[src/hdl/stapg_pkg.sv]
// ----------------------------------------------------------------------------
// stapg_pkg: shared types and tables for the arc pixel generator
// Request/result payloads, action codes, quarter-sine table, scaling constants.
// ----------------------------------------------------------------------------
package stapg_pkg;

  // action codes
  localparam logic ACT_START = 1'b0;
  localparam logic ACT_NEXT  = 1'b1;

  localparam int QUARTER_STEPS = 64;
  localparam int SINE_DEPTH    = QUARTER_STEPS + 1;
  localparam int SINE_W        = 11;
  localparam int UNIT_W        = SINE_W + 1;
  localparam int RAY_W         = 10;
  localparam int STEP_W        = 9;
  localparam int COORD_W       = 16;
  localparam int FRAC_BITS     = 10;

  localparam logic [6:0]  PCT_MAX   = 7'd100;
  // floor(p*256/100) == (p*5243) >> 11 for every p in 0..100
  localparam logic [12:0] RECIP_100 = 13'd5243;
  localparam int          RECIP_SH  = 11;

  localparam logic [SINE_W-1:0] SINE_QUARTER [SINE_DEPTH] = '{
    11'd0,    11'd25,   11'd50,   11'd75,   11'd100,  11'd125,  11'd150,  11'd175,
    11'd200,  11'd224,  11'd249,  11'd273,  11'd297,  11'd321,  11'd345,  11'd369,
    11'd392,  11'd415,  11'd438,  11'd460,  11'd483,  11'd505,  11'd526,  11'd548,
    11'd569,  11'd590,  11'd610,  11'd630,  11'd650,  11'd669,  11'd688,  11'd706,
    11'd724,  11'd742,  11'd759,  11'd775,  11'd792,  11'd807,  11'd822,  11'd837,
    11'd851,  11'd865,  11'd878,  11'd891,  11'd903,  11'd915,  11'd926,  11'd936,
    11'd946,  11'd955,  11'd964,  11'd972,  11'd980,  11'd987,  11'd993,  11'd999,
    11'd1004, 11'd1009, 11'd1013, 11'd1016, 11'd1019, 11'd1021, 11'd1023, 11'd1024,
    11'd1024
  };

  typedef struct packed {
    logic               action;
    logic signed [15:0] center_x;
    logic signed [15:0] center_y;
    logic [7:0]         radius;
    logic [7:0]         ring_thickness;
    logic [7:0]         fill_percent;
  } in_item_t;

  typedef struct packed {
    logic               pixel_valid;
    logic signed [15:0] pixel_x;
    logic signed [15:0] pixel_y;
    logic               last_pixel;
  } out_item_t;

  // one request as it leaves the state stage
  typedef struct packed {
    logic                     pix;
    logic                     last;
    logic [STEP_W-1:0]        step;
    logic signed [RAY_W-1:0]  ray;
    logic [COORD_W-1:0]       cx;
    logic [COORD_W-1:0]       cy;
  } pix_req_t;

endpackage

[src/hdl/stapg_pixel_calc.sv]
// ----------------------------------------------------------------------------
// stapg_pixel_calc: unit vector lookup and ring offset
// Mirrors the quarter-sine table into four quadrants, scales by the ray and
// adds the rounded offset to the centre.
// ----------------------------------------------------------------------------
module stapg_pixel_calc (
  input  stapg_pkg::pix_req_t  req,
  output stapg_pkg::out_item_t res
);

  localparam int UW = stapg_pkg::UNIT_W;
  localparam int RW = stapg_pkg::RAY_W;
  localparam int PW = UW + RW;
  localparam int FB = stapg_pkg::FRAC_BITS;
  localparam int OW = PW - FB;
  localparam int CW = stapg_pkg::COORD_W;

  logic [1:0]           quad;
  logic [5:0]           w;
  logic signed [UW-1:0] s_val;
  logic signed [UW-1:0] c_val;
  logic signed [UW-1:0] ux;
  logic signed [UW-1:0] uy;
  logic [CW-1:0]        px;
  logic [CW-1:0]        py;

  function automatic logic [CW-1:0] place(input logic [CW-1:0] centre,
                                          input logic signed [UW-1:0] unit,
                                          input logic signed [RW-1:0] ray);
    logic signed [PW-1:0] prod;
    logic signed [PW-1:0] rnd;
    logic signed [OW-1:0] off;
    prod = unit * ray;
    rnd  = prod + PW'(1 << (FB - 1));
    off  = rnd[PW-1:FB];
    // the shift floors; to round toward zero, bump negative values with a remainder
    if (rnd[PW-1] && (rnd[FB-1:0] != '0)) begin
      off = off + OW'(1);
    end
    return centre + {{(CW-OW){off[OW-1]}}, off};
  endfunction

  assign quad  = req.step[7:6];
  assign w     = req.step[5:0];
  assign s_val = {1'b0, stapg_pkg::SINE_QUARTER[{1'b0, w}]};
  assign c_val = {1'b0, stapg_pkg::SINE_QUARTER[7'(stapg_pkg::QUARTER_STEPS) - {1'b0, w}]};

  always_comb begin
    case (quad)
      2'd0: begin
        ux = s_val;
        uy = -c_val;
      end
      2'd1: begin
        ux = c_val;
        uy = s_val;
      end
      2'd2: begin
        ux = -s_val;
        uy = c_val;
      end
      default: begin
        ux = -c_val;
        uy = -s_val;
      end
    endcase
  end

  assign px = place(req.cx, ux, req.ray);
  assign py = place(req.cy, uy, req.ray);

  always_comb begin
    res.pixel_valid = req.pix;
    res.last_pixel  = req.last;
    res.pixel_x     = req.pix ? px : '0;
    res.pixel_y     = req.pix ? py : '0;
  end

endmodule

[src/hdl/sine_table_arc_pixel_generator.sv]
// ----------------------------------------------------------------------------
// sine_table_arc_pixel_generator: thick ring arc rasterizer
// Start requests latch an arc; next requests emit its pixels one at a time.
// ----------------------------------------------------------------------------
// Takes one request per clock unless the output stalls and presents one result
// per request; the request is held in the first stage register and the result
// in the output register. A start request latches the centre and ring radii
// and answers with an empty result (last_pixel set when the thickness is zero);
// each next request on an active arc walks the ring radius by radius, then the
// angle in 256 steps per turn clockwise from the top, and answers with one
// pixel. The first stage updates the arc state and the second does the table
// lookup, the scaling multiply and the centre add, so the rate is one request
// per clock when unstalled; the multiply-and-add path sets the clock period.
// A stalled output holds the input off only once both stages are full.
module sine_table_arc_pixel_generator (
  input  logic                 clk,
  input  logic                 rst_n,
  input  logic                 in_valid,
  output logic                 in_ready,
  input  stapg_pkg::in_item_t  in_data,
  output logic                 out_valid,
  input  logic                 out_ready,
  output stapg_pkg::out_item_t out_data
);

  localparam int RW = stapg_pkg::RAY_W;
  localparam int SW = stapg_pkg::STEP_W;
  localparam int CW = stapg_pkg::COORD_W;

  logic [CW-1:0]        held_cx_r, held_cy_r;
  logic signed [RW-1:0] inner_ray_r, outer_ray_r, cur_ray_r;
  logic [SW-1:0]        step_r, final_step_r;
  logic                 busy_r;

  logic                 s1_valid_r;
  stapg_pkg::pix_req_t  s1_req_r;
  stapg_pkg::pix_req_t  req_nxt;
  logic                 out_valid_r;
  stapg_pkg::out_item_t out_data_r;
  stapg_pkg::out_item_t calc_res;

  logic                 in_acc;
  logic                 out_free;
  logic                 is_start;
  logic [6:0]           pct_sat;
  logic [19:0]          pct_prod;
  logic [RW-1:0]        half_w;
  logic signed [RW-1:0] inner_nxt, outer_nxt;
  logic                 last_hit;

  assign out_free = !out_valid_r || out_ready;
  assign in_ready = !s1_valid_r || out_free;
  assign in_acc   = in_valid && in_ready;
  assign is_start = (in_data.action == stapg_pkg::ACT_START);

  assign pct_sat   = (in_data.fill_percent > {1'b0, stapg_pkg::PCT_MAX}) ?
                     stapg_pkg::PCT_MAX : in_data.fill_percent[6:0];
  assign pct_prod  = 20'(pct_sat) * 20'(stapg_pkg::RECIP_100);
  assign half_w    = RW'(in_data.ring_thickness[7:1]);
  assign inner_nxt = RW'(in_data.radius) - half_w;
  assign outer_nxt = RW'(in_data.radius) + RW'(in_data.ring_thickness) - RW'(1) - half_w;
  assign last_hit  = (step_r == final_step_r) && (cur_ray_r == outer_ray_r);

  always_comb begin
    req_nxt = '0;
    if (is_start) begin
      req_nxt.last = (in_data.ring_thickness == '0);
    end else if (busy_r) begin
      req_nxt.pix  = 1'b1;
      req_nxt.last = last_hit;
      req_nxt.step = step_r;
      req_nxt.ray  = cur_ray_r;
      req_nxt.cx   = held_cx_r;
      req_nxt.cy   = held_cy_r;
    end
  end

  // arc state advances as each request is accepted
  always_ff @(posedge clk) begin
    if (!rst_n) begin
      held_cx_r    <= '0;
      held_cy_r    <= '0;
      inner_ray_r  <= '0;
      outer_ray_r  <= '0;
      cur_ray_r    <= '0;
      step_r       <= '0;
      final_step_r <= '0;
      busy_r       <= 1'b0;
    end else if (in_acc) begin
      if (is_start) begin
        held_cx_r    <= in_data.center_x;
        held_cy_r    <= in_data.center_y;
        inner_ray_r  <= inner_nxt;
        outer_ray_r  <= outer_nxt;
        cur_ray_r    <= inner_nxt;
        step_r       <= '0;
        final_step_r <= pct_prod[stapg_pkg::RECIP_SH +: SW];
        busy_r       <= (in_data.ring_thickness != '0);
      end else if (busy_r) begin
        if (last_hit) begin
          busy_r <= 1'b0;
        end else if (cur_ray_r >= outer_ray_r) begin
          cur_ray_r <= inner_ray_r;
          step_r    <= step_r + SW'(1);
        end else begin
          cur_ray_r <= cur_ray_r + RW'(1);
        end
      end
    end
  end

  always_ff @(posedge clk) begin
    if (!rst_n) begin
      s1_valid_r <= 1'b0;
    end else if (in_ready) begin
      s1_valid_r <= in_valid;
    end
  end

  always_ff @(posedge clk) begin
    if (in_acc) begin
      s1_req_r <= req_nxt;
    end
  end

  stapg_pixel_calc u_calc (
    .req (s1_req_r),
    .res (calc_res)
  );

  // hold the result until the consumer takes it
  always_ff @(posedge clk) begin
    if (!rst_n) begin
      out_valid_r <= 1'b0;
    end else if (out_free) begin
      out_valid_r <= s1_valid_r;
    end
  end

  always_ff @(posedge clk) begin
    if (out_free && s1_valid_r) begin
      out_data_r <= calc_res;
    end
  end

  assign out_valid = out_valid_r;
  assign out_data  = out_data_r;

endmodule
[config.mk]
export PLATFORM = sky130hd
export DESIGN_NAME = sine_table_arc_pixel_generator
export DESIGN_NICKNAME = d
export VERILOG_FILES = /design/src/hdl/stapg_pkg.sv /design/src/hdl/stapg_pixel_calc.sv /design/src/hdl/sine_table_arc_pixel_generator.sv
export SDC_FILE = /design/constraint.sdc
export NUM_CORES = 1
export LEC_CHECK = 0
export BUFFER_PORTS_ARGS = -buffer_cell sky130_fd_sc_hd__buf_2
export CAP_MARGIN = 20
export CORE_ASPECT_RATIO = 1.1
export CORE_MARGIN = 1
export CORE_UTILIZATION = 70
export DETAILED_ROUTE_END_ITERATION = 6
export PLACE_DENSITY = 0.89
export SETUP_SLACK_MARGIN = 0.4
export SLEW_MARGIN = 15
export SYNTH_ARGS = -nofsm -noshare
export SYNTH_HDL_FRONTEND = slang
export SYNTH_HIERARCHICAL = 1
export SYNTH_SLANG_ARGS = --single-unit
export TNS_END_PERCENT = 20
[constraint.sdc]
create_clock -name clk -period 25.5 [get_ports clk]
set_clock_uncertainty 0.1 [all_clocks]
set_input_delay 1.275 -clock clk [delete_from_list [all_inputs] [get_ports clk]]
set_output_delay 1.275 -clock clk [all_outputs]
set_load 0.005 [all_outputs]
==> results of run 1 <==
-- area by class of cell --
| cell class | instances | area (sq um) | share of cell area, % |
|---|---|---|---|
| multi-input cells | 2060 | 17480 | 69.86 |
| flip-flops and latches | 168 | 4224 | 16.88 |
| inverters | 404 | 1516 | 6.061 |
| repair buffers | 115 | 635.6 | 2.541 |
| well taps | 432 | 540.5 | 2.160 |
| clock buffers | 19 | 475.5 | 1.900 |
| clock inverters | 13 | 148.9 | 0.5951 |
-- worst max-delay path: cells and delay by family, from the launching register on --
family	cells	cell delay, ps
DFF	1	990
muxes	1	780
and+or+nand+nor	8	1700
xor gates and xnor gates	2	420
adders and majority gates	9	4700
buffers and inverters	7	1070
AOI/OAI and AO/OA	16	4800
-- per-layer routing --
layer / GRT usage (%) / routed length [um] / vias to the layer above
met2: 62.66 / 30480 / 881
met1: 44.48 / 23830 / 9758
met3: 4.147 / 3550 / 221
met5: 0 / 0 / -
met4: 16.65 / 2422 / 0
li1: - / - / 9286
-- flip-flops by register name, indices dropped and copies added (netlist names) --
signal and flops:
inner_ray_r 9, out_data 34, out_valid 1, outer_ray_r 10, s1_valid_r 1, held_cx_r 16
final_step_r 9, held_cy_r 16, cur_ray_r 10, s1_req_r 52, step_r 9, busy_r 1
-- worst paths after layout --
| path | start | end | slack, ps | cells past startpoint |
|---|---|---|---|---|
| hold / removal | s1_req_r[51]$_DFFE_PP_ | out_data[0]$_DFFE_PP_ | 330 | 0 |
| hold reg to reg | s1_req_r[51]$_DFFE_PP_ | out_data[0]$_DFFE_PP_ | 330 | 0 |
| setup / recovery | s1_req_r[42]$_SDFFCE_PN0P_ | out_data[32]$_DFFE_PP_ | 10780 | 43 |
| setup reg to reg | s1_req_r[42]$_SDFFCE_PN0P_ | out_data[32]$_DFFE_PP_ | 10780 | 43 |
-- through the flow --
| stage | setup WS (ps) | area, sq um | hold slack (ps) | cells | utilization [%] |
|---|---|---|---|---|---|
| CTS | 11120 | 24990 | 339.7 | 3209 | 75.09 |
| detailed placement | 11270 | 24370 | 307.3 | 3177 | 73.21 |
| global route | 9920 | 25020 | 364.7 | 3211 | 75.17 |
| floorplan | 13870 | 23710 | 331.8 | 2754 | - |
| global placement | 11660 | 24370 | 309.4 | 3177 | 73.21 |
| finish | 10780 | 25020 | 334.7 | 3211 | 75.17 |
-- layout by cell type (no fill, tap or decap), types with 26 or more instances in the layout --
| cell type | instances |
|---|---|
| a31oi_1 | 28 |
| nor3_1 | 34 |
| edfxtp_1 | 86 |
| and2_1 | 112 |
| ha_1 | 236 |
| nor2_1 | 127 |
| a21o_1 | 28 |
| nor2b_1 | 61 |
| and3_1 | 63 |
| buf_2 | 96 |
| a21oi_1 | 150 |
| inv_1 | 397 |
| dfxtp_1 | 82 |
| nand2b_1 | 46 |
| nand4_1 | 26 |
| nand3_1 | 54 |
| mux2i_1 | 26 |
| nand2_1 | 296 |
| fa_1 | 241 |
| xor2_1 | 48 |
| o21ai_0 | 77 |
| xnor2_1 | 93 |
==> metrics.csv, run 1 <==
stage,metric,value,unit
outcome,outcome,"finished, final reports clean",
detailed_routing,drcViolationCount,0,
sta,worst_slew_pin_slew,1099,ps
detailed_routing,vias_per_cell,6.274,
floorplanning,rows,70,
detailed_routing,wl_per_cell,18.77,um
floorplanning,die-area,0.03462,sq mm
place,io_buffers,96,
synthesis,syn_nets,3292,
sta,finalHoldViolCount,0,
sta,final.setup.tns,0,ps
synthesis,synth_area,0.02371,sq mm
global_route,grt_usage,36.01,%
synthesis,yosys_warnings,6,
finish,n_fill_cell,2323,
worst_setup_path,cp.required,25690,ps
clocking,cts_resized,0,
finish,area_growth,5.503,%
detailed_routing,drt-total-wl,60290,um
hold_path,hp-class,reg -> reg,
sta,finalMaxSlewViolations,0,
finish,antennaDiodeCount,0,
clocking,clockBufferDepth,2,
sta,finalCriticalPeriod,14720,ps
detailed_routing,vias,20146,
floorplanning,die_y,195.0,um
global_route,grt_pass1_wl,100600,um
sta,period_share,57.74,%
finish,nNetsFinal,3304,
synthesis,syn_avg_cell_area,8.611,sq um
clocking,ctsRootBufferMaster,clkbuf_16,
global_route,grt_pass1_vias,20906,
worst_setup_path,start_kind,register,
worst_setup_path,crit_top_cell,inv_1,
clocking,cts_hold_buf,0,
global_route,grt-ovfl-total,0,
floorplanning,fp.dieW,177.5,um
worst_setup_path,slowest_delay,990,ps
global_route,grt_max_degree,69,
clocking,clk_latency,440,ps
floorplanning,initial_core_util,71.25,%
floorplanning,core_area,0.03328,sq mm
worst_setup_path,worstSetupPathType,reg -> reg,
place,hpwl,46280,um
clocking,cts.clk_slew.worst_paths,70,ps
worst_setup_path,crit_slowest_cell,edfxtp_1,
sta,worst_slew_margin_rel,26.73,%
detailed_routing,ant_nets,0,
detailed_routing,drtIter0Drc,1643,
clocking,cts_setup_buffers,0,
clocking,htreeDepth,4,
floorplanning,io_pins,97,
sta,fmaxAchievable,67.92,MHz
global_route,antenna_found_initial,0,
synthesis,syn_inst,2754,
clocking,cts_tree,done,
finish,drive_gt1_share,7.413,%
run,maxCapViolCount,0,
sta,setup_viol,0,
sta,rsz0062_at_grt,no,
worst_setup_path,crit_fanout,26,
clocking,numCtsBuffers,17,
detailed_routing,dr.pass1.iters,6,
worst_setup_path,cp.arrival,14910,ps
place,gp_congestion,0.9516,
clocking,cts_sinks,168,
worst_setup_path,cp-end-kind,register,
Power of run 1 is not shown: default switching activity piles up to over one toggle a cycle in this logic, so the estimate is an artifact.
==> run 2, diff against run 1 <==
--- a/config.mk
+++ b/config.mk
@@ -5,13 +5,14 @@
 export SDC_FILE = /design/constraint.sdc
 export NUM_CORES = 1
 export LEC_CHECK = 0
+export ABC_AREA = 1
 export BUFFER_PORTS_ARGS = -buffer_cell sky130_fd_sc_hd__buf_2
 export CAP_MARGIN = 20
 export CORE_ASPECT_RATIO = 1.1
 export CORE_MARGIN = 1
-export CORE_UTILIZATION = 70
+export CORE_UTILIZATION = 59
 export DETAILED_ROUTE_END_ITERATION = 6
-export PLACE_DENSITY = 0.89
+export PLACE_DENSITY = 0.8
 export SETUP_SLACK_MARGIN = 0.4
 export SLEW_MARGIN = 15
 export SYNTH_ARGS = -nofsm -noshare
==> constraint.sdc (replaced) <==
create_clock -name clk -period 12.54 [get_ports clk]
set_clock_uncertainty 0.1 [all_clocks]
set_input_delay 0.627 -clock clk [delete_from_list [all_inputs] [get_ports clk]]
set_output_delay 0.627 -clock clk [all_outputs]
set_load 0.005 [all_outputs]
==> run 2 against run 1 <==
Against the previous run:
- synthesized cell count rose by 24%
- maximum frequency rose by 34%
- area after synthesis increased by 3.0%
- final area is 3.2% higher
- clock-buffer cell count is 2 lower
- cell count rose by 24%
- largest cell class unchanged
- hold slack lost 65 ps
- flip-flop and latch count did not move
- die area grew 22%
==> metrics.csv, run 2 <==
stage,metric,value,unit
outcome,outcome,"finished, final reports clean",
sta,fin_hold_ws,269.8,ps
clocking,ctsRootBufferMaster,clkbuf_16,
clocking,cts_sinks,168,
sta,fmaxAchievable,90.72,MHz
floorplanning,rows,77,
synthesis,synth_area,0.02442,sq mm
place,hpwl,48690,um
clocking,cts.clk_slew.worst_paths,70,ps
global_route,grt_pass1_wl,102700,um
place,io_buffers,96,
sta,period_share,87.90,%
worst_setup_path,crit_slowest_cell,fa_1,
clocking,clk_latency,450,ps
detailed_routing,drt-total-wl,60940,um
floorplanning,core_area,0.04046,sq mm
detailed_routing,top_layer_used,met4,
clocking,clockBufferDepth,2,
worst_setup_path,slowest_delay,720,ps
clocking,cts_tree,done,
clocking,numCtsBuffers,17,
worst_setup_path,crit_fanout,16,
place,gp_congestion,0.9882,
global_route,grt_usage,29.86,%
floorplanning,die_y,215.4,um
hold_path,hp-class,in -> reg,
worst_setup_path,cp-end-kind,register,
sta,rsz0062_at_grt,no,
synthesis,yosys_warnings,6,
finish,largest_reg_flops,52,
floorplanning,io_pins,97,
floorplanning,die-area,0.04221,sq mm
finish,mostFrequentLayoutCell,nand2_1,
power,vdd_drop_max,332.9,uV
finish,finish.utilization,63.79,%
global_route,antenna_found_initial,0,
detailed_routing,wl_met3,3772,um
clocking,htreeDepth,4,
detailed_routing,met1Wirelength,25560,um
finish,final_cell_area,0.02581,sq mm
global_route,grt_pass1_vias,21939,
sta,finalMaxSlewViolations,0,
finish,regMostFlops,s1_req_r,
synthesis,syn_nets,3944,
global_route,grt_max_degree,56,
clocking,cts_setup_buffers,0,
finish,area_growth,5.708,%
worst_setup_path,crit_top_cell,nand2_1,
finish,drive_gt1_share,7.073,%
global_route,grt-ovfl-total,0,
clocking,cts_resized,0,
detailed_routing,drtIter0Drc,1767,
sta,worst_slew_pin_slew,942.4,ps
detailed_routing,met2_length,29360,um
sta,setup_viol,0,
sta,finalHoldViolCount,0,
power,leakage,0.01348,uW
worst_setup_path,cp.arrival,11130,ps
detailed_routing,ant_nets,0,
synthesis,syn_avg_cell_area,7.170,sq um
detailed_routing,drcViolationCount,0,
detailed_routing,vias,21971,
detailed_routing,vias_per_cell,5.523,
sta,final.setup.tns,0,ps
finish,nNetsFinal,3989,
sta,finalCriticalPeriod,11020,ps
worst_setup_path,start_kind,register,
floorplanning,initial_core_util,60.35,%
sta,worst_slew_margin_rel,37.17,%
worst_setup_path,cp.required,12650,ps
detailed_routing,wl_per_cell,15.32,um
place,postPlaceCellArea,0.02519,sq mm
clocking,cts_hold_buf,0,
finish,final_cell_mix,"nand2_1, inv_1, nor2_1",
worst_setup_path,worstSetupPathType,reg -> reg,
run,maxCapViolCount,0,
synthesis,syn_inst,3406,
detailed_routing,dr.pass1.iters,6,
power,powerDensity,280.7,mW/mm^2
floorplanning,fp.dieW,196.0,um
==> run 2: layout make-up <==
class                   count  area (sq um)
clock inverters            15         148.9
inverters                 707          2656
fillers                  3602         14650
well taps                 513         641.9
flip-flops and latches    168          4224
repair buffers            105         580.6
multi-input cells        2452         17130
clock buffers              17         425.4
diodes                      1         2.502
==> run 2: worst max-delay path, delay by kind of cell (launching register included) <==
| family | cells | cell delay (ps) |
|---|---|---|
| AOI/OAI and AO/OA | 8 | 1240 |
| and+or+nand+nor | 25 | 2620 |
| buffers and inverters | 9 | 990 |
| DFF | 1 | 680 |
| adders and majority gates | 10 | 4630 |
| xor gates and xnor gates | 2 | 500 |
==> run 2: final timing paths <==
kind,start,endpoint,slack [ps],cells past startpoint
worst max-delay path,s1_req_r[42]$_SDFFCE_PN0P_,out_data[14]$_DFFE_PP_,1520,54
worst min-delay path,in_data[24],held_cy_r[0]$_SDFFE_PN0P_,270,3
worst max register to register,s1_req_r[42]$_SDFFCE_PN0P_,out_data[14]$_DFFE_PP_,1520,54
worst min register to register,s1_req_r[51]$_DFFE_PP_,out_data[0]$_DFFE_PP_,330,0
==> run 2: layer usage <==
metal | track usage, % | up-vias
met5 | 0 | -
met4 | 11.48 | 0
met3 | 4.391 | 183
met2 | 52.04 | 823
met1 | 37.23 | 10230
li1 | - | 10735
==> run 2: power by group <==
part           switching [uW]  internal [uW]  total (uW)
Sequential               42.0            721         763
Combinational            3840           2120        5960
Clock                     254            265         519
Total                    4140           3110        7250
==> run 2: stage by stage <==
| step | total power (uW) | setup slack, ps | std cells |
|---|---|---|---|
| after global placement | 6505 | 1993 | 3943 |
| after floorplan | 5357 | 3166 | 3406 |
| after global routing | 8194 | 657.5 | 3977 |
| final | 7246 | 1518 | 3978 |
| after CTS | 7162 | 1660 | 3975 |
| after detailed placement | 6592 | 1710 | 3943 |
(Power assumes the default switching activity.)
